`config.mk`:
```
export PLATFORM = sky130hd
export DESIGN_NAME = timer_prescaler_period_search
export DESIGN_NICKNAME = d
export VERILOG_FILES = /design/src/sv/tpps_pkg.sv /design/src/sv/timer_prescaler_period_search.sv /design/src/sv/tpps_div.sv /design/src/sv/tpps_datapath.sv /design/src/sv/tpps_ctrl.sv
export SDC_FILE = /design/constraint.sdc
export NUM_CORES = 1
export LEC_CHECK = 0
export BUFFER_PORTS_ARGS = -buffer_cell sky130_fd_sc_hd__buf_2
export CAP_MARGIN = 20
export CORE_UTILIZATION = 55
export CTS_CLUSTER_DIAMETER = 100
export CTS_CLUSTER_SIZE = 10
export DETAILED_ROUTE_END_ITERATION = 6
export PLACE_DENSITY = 0.71
export SKIP_CTS_REPAIR_TIMING = 1
export SLEW_MARGIN = 0
export SYNTH_ARGS = -nofsm -noshare
export SYNTH_HDL_FRONTEND = slang
export SYNTH_SLANG_ARGS = --single-unit
```
`constraint.sdc`:
```
create_clock -name clk -period 3.8 [get_ports clk]
set_input_delay 0.19 -clock clk [delete_from_list [all_inputs] [get_ports clk]]
set_output_delay 0.19 -clock clk [all_outputs]
set_load 0.05 [all_outputs]
```
`src/sv/tpps_pkg.sv`:
```
// Package for the timer prescaler / period search block.
// Holds widths, search limits, status and state codes, controller/datapath structs.
// No dependencies.
package tpps_pkg;

  localparam int CLK_W  = 32;
  localparam int FREQ_W = 16;
  localparam int PSC_W  = 11;
  localparam int PER_W  = 16;
  localparam int STAT_W = 2;
  localparam int DIVS_W = 16;                 // divisor width of the shared divider
  localparam int CNT_W  = $clog2(CLK_W);      // one quotient bit per step

  localparam logic [CLK_W-1:0]  CLOCK_RESET  = 32'd72000000;
  localparam logic [PSC_W-1:0]  PSC_MAX      = 11'd1200;
  localparam logic [CLK_W-1:0]  PERIOD_LIMIT = 32'd65535;
  localparam logic [FREQ_W-1:0] ROUND_THR    = 16'd32768;

  typedef enum logic [STAT_W-1:0] {
    STAT_EXACT = 2'd0,
    STAT_TRUNC = 2'd1,
    STAT_NONE  = 2'd2,
    STAT_ZERO  = 2'd3
  } stat_t;

  typedef enum logic [2:0] {
    ST_IDLE,
    ST_LAUNCH,
    ST_QDIV,
    ST_PSTART,
    ST_PDIV,
    ST_FINISH
  } state_t;

  typedef struct packed {
    logic accept;     // latch the incoming request
    logic write_cfg;  // load source clock register
    logic set_zero;   // zero frequency: no search
    logic start_q;    // launch source_clock / frequency
    logic take_q;     // store rounded count, restart prescaler scan
    logic start_p;    // launch count / prescaler
    logic judge;      // score the current prescaler
    logic inc_p;      // move to next prescaler
    logic publish;    // load output register and saved pair
  } dp_cmd_t;

  typedef struct packed {
    logic freq_zero;
    logic div_done;
    logic per_ok;
    logic rem_zero;
    logic p_last;
    logic out_busy;
  } dp_stat_t;

endpackage

```
`src/sv/timer_prescaler_period_search.sv`:
```
// Top level of the timer prescaler / period search block.
// Joins tpps_ctrl and tpps_datapath; depends on tpps_pkg.
//
// Usage:
//   Input channel (in_valid / in_stall, frequency): one request per wanted PWM
//   frequency. Output channel (out_valid / out_stall): prescaler, period, status.
//   Config channel (cfg_valid / cfg_ready, cfg_data): source clock in hertz;
//   cfg_ready is high only while no request is in progress.
// Operation:
//   count = source_clock / frequency, rounded up when the remainder exceeds
//   32768. Prescalers 1..1200 are scanned in order; the first that divides the
//   count exactly with period below 65535 wins (status 0), else the first with
//   period below 65535 is used (status 1). With no split (status 2) or zero
//   frequency (status 3) the previous pair is repeated.
// Flow:
//   One request at a time through a shared 1-bit-per-cycle divider.
//   Zero frequency goes straight to the output register. Otherwise one
//   rounding divide, then one divide per prescaler tried (1..1200).
//   in_stall is low only in idle; the next request is taken while the last
//   result still waits in the output register.
// Reset: synchronous; clock register returns to 72 MHz, saved pair to (1, 0),
//   output empty. A stalled result holds; a finished search waits for the slot.
module timer_prescaler_period_search import tpps_pkg::*; (
  input  logic              clk,
  input  logic              rst,
  input  logic              in_valid,
  output logic              in_stall,
  input  logic [FREQ_W-1:0] frequency,
  output logic              out_valid,
  input  logic              out_stall,
  output logic [PSC_W-1:0]  prescaler,
  output logic [PER_W-1:0]  period,
  output logic [STAT_W-1:0] status,
  input  logic              cfg_valid,
  output logic              cfg_ready,
  input  logic [CLK_W-1:0]  cfg_data
);

  dp_cmd_t  cmd;
  dp_stat_t stat;

  tpps_ctrl u_ctrl (
    .clk       (clk),
    .rst       (rst),
    .in_valid  (in_valid),
    .in_stall  (in_stall),
    .cfg_valid (cfg_valid),
    .cfg_ready (cfg_ready),
    .stat      (stat),
    .cmd       (cmd)
  );

  tpps_datapath u_dp (
    .clk       (clk),
    .rst       (rst),
    .cmd       (cmd),
    .stat      (stat),
    .cfg_data  (cfg_data),
    .frequency (frequency),
    .out_valid (out_valid),
    .out_stall (out_stall),
    .prescaler (prescaler),
    .period    (period),
    .status    (status)
  );

endmodule

```
`src/sv/tpps_div.sv`:
```
// Iterative restoring divider, one quotient bit per cycle.
// 32-bit dividend by 16-bit divisor in 32 steps; done pulses after the last.
// Depends on tpps_pkg.
module tpps_div import tpps_pkg::*; (
  input  logic              clk,
  input  logic              rst,
  input  logic              start,
  input  logic [CLK_W-1:0]  dividend,
  input  logic [DIVS_W-1:0] divisor,
  output logic              done,
  output logic [CLK_W-1:0]  quot,
  output logic [DIVS_W-1:0] rem
);

  logic              run;
  logic [CNT_W-1:0]  cnt;
  logic [DIVS_W-1:0] dvs;
  logic [DIVS_W:0]   shifted;
  logic              ge;
  logic [DIVS_W:0]   diff;

  always_comb begin
    shifted = {rem, quot[CLK_W-1]};
    ge      = (shifted >= {1'b0, dvs});
    diff    = shifted - {1'b0, dvs};
  end

  always_ff @(posedge clk) begin
    if (rst) begin
      run  <= 1'b0;
      done <= 1'b0;
      cnt  <= '0;
    end else begin
      done <= 1'b0;
      if (start) begin
        run <= 1'b1;
        cnt <= '0;
      end else if (run) begin
        cnt <= cnt + 1'b1;
        if (cnt == CNT_W'(CLK_W - 1)) begin
          run  <= 1'b0;
          done <= 1'b1;
        end
      end
    end
  end

  always_ff @(posedge clk) begin
    if (start) begin
      quot <= dividend;
      rem  <= '0;
      dvs  <= divisor;
    end else if (run) begin
      quot <= {quot[CLK_W-2:0], ge};
      rem  <= ge ? diff[DIVS_W-1:0] : shifted[DIVS_W-1:0];
    end
  end

endmodule

```
`src/sv/tpps_datapath.sv`:
```
// Datapath: source clock register, count and prescaler scan registers,
// candidate pair, saved pair and output register; uses the shared divider.
// Depends on tpps_pkg and tpps_div.
module tpps_datapath import tpps_pkg::*; (
  input  logic              clk,
  input  logic              rst,
  input  dp_cmd_t           cmd,
  output dp_stat_t          stat,
  input  logic [CLK_W-1:0]  cfg_data,
  input  logic [FREQ_W-1:0] frequency,
  output logic              out_valid,
  input  logic              out_stall,
  output logic [PSC_W-1:0]  prescaler,
  output logic [PER_W-1:0]  period,
  output logic [STAT_W-1:0] status
);

  logic [CLK_W-1:0]  clk_hz;
  logic [FREQ_W-1:0] freq;
  logic [CLK_W-1:0]  q;
  logic [PSC_W-1:0]  p;
  logic [PSC_W-1:0]  cand_psc;
  logic [PER_W-1:0]  cand_per;
  stat_t             cand_stat;
  logic [PSC_W-1:0]  last_psc;
  logic [PER_W-1:0]  last_per;

  logic              div_start;
  logic [CLK_W-1:0]  div_dividend;
  logic [DIVS_W-1:0] div_divisor;
  logic              div_done;
  logic [CLK_W-1:0]  div_quot;
  logic [DIVS_W-1:0] div_rem;
  logic              pair_new;

  assign div_start    = cmd.start_q | cmd.start_p;
  assign div_dividend = cmd.start_q ? clk_hz : q;
  assign div_divisor  = cmd.start_q ? freq : DIVS_W'(p);

  tpps_div u_div (
    .clk      (clk),
    .rst      (rst),
    .start    (div_start),
    .dividend (div_dividend),
    .divisor  (div_divisor),
    .done     (div_done),
    .quot     (div_quot),
    .rem      (div_rem)
  );

  assign stat.freq_zero = (freq == '0);
  assign stat.div_done  = div_done;
  assign stat.per_ok    = (div_quot < PERIOD_LIMIT);
  assign stat.rem_zero  = (div_rem == '0);
  assign stat.p_last    = (p == PSC_MAX);
  assign stat.out_busy  = out_valid & out_stall;

  assign pair_new = (cand_stat == STAT_EXACT) || (cand_stat == STAT_TRUNC);

  always_ff @(posedge clk) begin
    if (rst) begin
      clk_hz    <= CLOCK_RESET;
      last_psc  <= PSC_W'(1);
      last_per  <= '0;
      out_valid <= 1'b0;
    end else begin
      if (cmd.write_cfg) begin
        clk_hz <= cfg_data;
      end
      if (cmd.publish) begin
        out_valid <= 1'b1;
        if (pair_new) begin
          last_psc <= cand_psc;
          last_per <= cand_per;
        end
      end else if (out_valid && !out_stall) begin
        out_valid <= 1'b0;
      end
    end
  end

  // payload registers
  always_ff @(posedge clk) begin
    if (cmd.accept) begin
      freq <= frequency;
    end
    if (cmd.set_zero) begin
      cand_stat <= STAT_ZERO;
    end
    if (cmd.take_q) begin
      // round up when the remainder is above half of the 16-bit range
      q         <= div_quot + CLK_W'(div_rem > ROUND_THR);
      p         <= PSC_W'(1);
      cand_stat <= STAT_NONE;
    end
    if (cmd.inc_p) begin
      p <= p + 1'b1;
    end
    // remainder is below p <= 1200, so the truncated split needs no remainder test
    if (cmd.judge && stat.per_ok) begin
      if (stat.rem_zero) begin
        cand_psc  <= p;
        cand_per  <= div_quot[PER_W-1:0];
        cand_stat <= STAT_EXACT;
      end else if (cand_stat == STAT_NONE) begin
        cand_psc  <= p;
        cand_per  <= div_quot[PER_W-1:0];
        cand_stat <= STAT_TRUNC;
      end
    end
    if (cmd.publish) begin
      prescaler <= pair_new ? cand_psc : last_psc;
      period    <= pair_new ? cand_per : last_per;
      status    <= cand_stat;
    end
  end

endmodule

```
`src/sv/tpps_ctrl.sv`:
```
// Controller state machine: sequences rounding divide, prescaler scan and publish.
// Drives the datapath by command struct; depends on tpps_pkg.
module tpps_ctrl import tpps_pkg::*; (
  input  logic     clk,
  input  logic     rst,
  input  logic     in_valid,
  output logic     in_stall,
  input  logic     cfg_valid,
  output logic     cfg_ready,
  input  dp_stat_t stat,
  output dp_cmd_t  cmd
);

  state_t state;
  state_t state_next;
  logic   search_end;

  assign search_end = stat.div_done & ((stat.per_ok & stat.rem_zero) | stat.p_last);

  always_ff @(posedge clk) begin
    if (rst) begin
      state <= ST_IDLE;
    end else begin
      state <= state_next;
    end
  end

  always_comb begin
    state_next = state;
    case (state)
      ST_IDLE:   if (in_valid) state_next = ST_LAUNCH;
      ST_LAUNCH: state_next = stat.freq_zero ? ST_FINISH : ST_QDIV;
      ST_QDIV:   if (stat.div_done) state_next = ST_PSTART;
      ST_PSTART: state_next = ST_PDIV;
      ST_PDIV: begin
        if (search_end) begin
          state_next = ST_FINISH;
        end else if (stat.div_done) begin
          state_next = ST_PSTART;
        end
      end
      ST_FINISH: if (!stat.out_busy) state_next = ST_IDLE;
      default:   state_next = ST_IDLE;
    endcase
  end

  always_comb begin
    cmd       = '0;
    in_stall  = 1'b1;
    cfg_ready = 1'b0;
    case (state)
      ST_IDLE: begin
        in_stall      = 1'b0;
        cfg_ready     = 1'b1;
        cmd.accept    = in_valid;
        cmd.write_cfg = cfg_valid;
      end
      ST_LAUNCH: begin
        cmd.set_zero = stat.freq_zero;
        cmd.start_q  = ~stat.freq_zero;
      end
      ST_QDIV:   cmd.take_q  = stat.div_done;
      ST_PSTART: cmd.start_p = 1'b1;
      ST_PDIV: begin
        cmd.judge = stat.div_done;
        cmd.inc_p = stat.div_done & ~search_end;
      end
      ST_FINISH: cmd.publish = ~stat.out_busy;
      default: begin
        cmd = '0;
      end
    endcase
  end

endmodule

```
==> impl_results.md <==
* Run status: finished, violations left
* Failing checks: DRC
* Crit path kind: flop to flop
* Startpoint Class: flop
* Yosys warns at 0
* Antenna diodes at 0
* Final #Nets at 1,211
* CTS tree: done
* Drt pass-1 iters at 7
* Initial antenna violation count at 0
* Synthesized Nets at 1,080
* Internal Power at around 5.5 mW
* DR vias/cell at ~5.5
* Worst R2R End: u_dp.u_div.rem[1]
* CP Max Fanout at 25
* RSZ-0062 raised after global routing: false
* Max VDD drop at a little over 0.0004 V
* Multi-input gate area at between 4000 and 5000 um^2
* Total core area at 19,700 um^2
* Root Driver: clkbuf_16
* Worst reg-to-reg setup slack at 0.75 ns
* CTS H-Tree Depth at 1
* Sequential cell area fraction in the yosys report at 0.596
* Longest Clk Path Bufs at 3
* Commonest non-fill, non-tap cells in the layout: 182 x nand2_1, 163 x edfxtp_1, 88 x dfxtp_1, 84 x buf_2, 78 x a21oi_1
* HPWL Detailed at 14.9 mm
* Grt ovf at 0
* Crit-path max cell delay at 0.61 ns
* Die Ht at 145 um
* Drt total wl at roughly 23 mm
* DR vias at around 8k
* Largest net degree at the start of global routing at 46
* Hold path startpoint: in_valid
* FF-to-FF Start: u_dp.freq[3]
* Slew headroom at 0.369
* TritonCTS buffer count at 29
* Avg WL per Cell at around 16 um
* Synth Cell Area at 11,200 um^2
* Max Clock Freq at 328 MHz
* Final Hold Vio Count at 0
* # IOs at 85
* P&R area growth vs syn at 18.1%
* Primary FF master, synth: edfxtp_1
* CTS clk-pin slew, worst paths at around 0.060 ns
* # placed instances at 1,320
* Initial Utilization at 0.568
* FF/Latch Area at ~6700 um^2
* First-pass GRT wire length at ~36 mm
* Sw Ratio at 0.303
* Slew of the pin with the lowest slew margin at 0.945 ns
* Port Buffers at 84
* Die width at 145 um
* Final Slew Violations at 0
* Period utilization at 0.803
* Sw power at roughly 2.4 mW
* WP data arrival at 3.54 ns
* Clk pwr share at 0.316
* Share of layout cells above drive strength 1 at 0.157
* Max-Cap Viols at 0
* Layout Utilization at 0.671
* Std-Cell Rows at 51
* Layout fillers at 1,497
* Drc violations at 4
* Power Density at 595 nW/um^2
* Tot GR Track Use at 0.222
* Crit end category: flop
* Avg Inst Size Synth at 11.1 um^2
* Most common cell after layout, fill and taps aside: nand2_1
* Crit path required time at 4.29 ns
* HP Class: input port to flop
* Post-synth EDFFs at 163
* R2R depth at 9
* WHS Endpoint: u_ctrl.state[0]
* Total power at 7.85 mW
* Post-Layout Cell Count at 1,423
* WHS Path Cells at 5
* Logic gate share of total power at 0.239
* Post-synthesis register bit count at 251
* Clock Skews at 0.0201 ns
* Number of global-route vias before repair at between 7k and 8k
* Final GP Congestion at 0.883
* Leakage power at 4.92 nW
* Ys async rst share at 0
* CTS sink count at 251
* Setup TNS at 0 ns
* Skew-Pair Late Insertion Delay at between 0.5 and 0.6 ns
* Cell at the slowest stage of the critical path: nor4_1
* Endpoints failing setup at 0
* DIE AREA at 20,900 um^2
* Cells after synthesis at 1,004
* Synth unique cells at 56
* Starting DRT DRC Count at 498
* Sequential power share at 0.445
* Antenna violation net count after detailed routing at 0
* Cell Chain, Critical Path: nor4_1 > nand4_1 > nand2_1 > nor3_2 > buf_4 > nor2_2 > inv_1 > or4b_1 > nand3_1
* Min Tclk post-route at 3.05 ns
-- power by group through the flow --
stage / clock, mW / sequential, mW / combinational, mW
finish: 2.48 / 3.49 / 1.88
floorplan: 0 / 3.45 / 1.49
global route: 2.63 / 3.53 / 2.10
detailed placement: 0 / 3.54 / 1.81
global placement: 0 / 3.54 / 1.79
CTS: 2.53 / 3.49 / 1.83
-- layer usage --
| metal | vias up | track usage | share of wire |
|---|---|---|---|
| met1 | 3739 | 0.312 | 0.46 |
| met4 | 0 | 0.0620 | 0.026 |
| met3 | 46 | 0.0354 | 0.047 |
| li1 | 3856 | - | - |
| met2 | 206 | 0.355 | 0.46 |
| met5 | - | 0 | 0 |
-- worst max path at each step --
stage / endpoint / from / slack (ns) / cells past startpoint
finish: u_dp.u_div.rem[1] / u_dp.freq[3] / 0.75 / 9
global route: u_dp.u_div.rem[1] / u_dp.freq[3] / 0.52 / 9
CTS: u_dp.u_div.rem[1] / u_dp.freq[3] / 0.70 / 9
detailed placement: u_dp.u_div.rem[1] / u_dp.freq[3] / 0.72 / 9
global placement: u_dp.u_div.rem[1] / u_dp.freq[3] / 0.69 / 9
floorplan: u_dp.freq[0] / u_ctrl.state[0] / 1.16 / 3
-- area by class of cell --
type / count / share of cell area
clock buffer: 52 / 0.0615
clock inverter: 2 / 0.00218
inverter: 28 / 0.00797
multi-input combinational: 675 / 0.319
sequential: 251 / 0.505
tap: 265 / 0.0251
timing repair buffer: 150 / 0.0797
-- worst max-delay path: cells and delay by family (launching register included) --
kind	cells	cell delay (ns)
buf+inv	2	0.53
flops	1	0.40
simple gates	7	2.04
-- cells by family after synthesis --
kind of cell             after synthesis  share of synthesized area
AO/OA/AOI/OAI                        172                     0.0925
AND/OR/NAND/NOR                      375                      0.164
adder cells (fa/ha/maj)               23                     0.0264
flip-flops                           251                      0.596
multiplexers                          51                     0.0498
buffers and inverters                 78                     0.0288
XOR/XNOR                              54                     0.0423
-- state kept, by name (all words and copies together), names as in the netlist, 16 cells and up --
register,count
u_dp.clk_hz,32
u_dp.q,32
u_dp.u_div.quot,32
u_dp.cand_per,16
u_dp.freq,16
u_dp.last_per,16
u_dp.period,16
u_dp.u_div.dvs,16
u_dp.u_div.rem,16
-- through the flow --
stage,worst slack [ns],cell area [um^2],hold slack [ns]
after global placement,0.686,11900,0.366
after CTS,0.704,12700,-0.206
after floorplan,1.16,11200,0.289
after detailed placement,0.725,11900,0.368
final,0.750,13200,0.156
after global routing,0.522,13200,0.172
-- synth_stat cells (4+ instances only) --
library cell,number,area share
nand2_1,182,0.061
edfxtp_1,163,0.44
dfxtp_1,88,0.16
a21oi_1,79,0.035
clkbuf_1,41,0.014
nor2_1,41,0.014
mux2_2,37,0.037
xnor2_1,35,0.027
a22oi_1,32,0.022
nand2b_1,32,0.018
o21ai_0,29,0.013
inv_1,28,0.0094
ha_1,22,0.025
nand3_1,22,0.0099
xor2_1,19,0.015
nor3_1,16,0.0072
mux2i_1,14,0.013
nand4_1,14,0.0078
nand3b_1,11,0.0074
nor4_1,11,0.0062
and2_1,10,0.0056
and3_1,8,0.0045
nor2b_1,8,0.0045
a211oi_1,7,0.0047
a31oi_1,4,0.0022
and4_1,4,0.0031
buf_2,4,0.0018
Note: power is estimated with default switching activity, not from simulation.
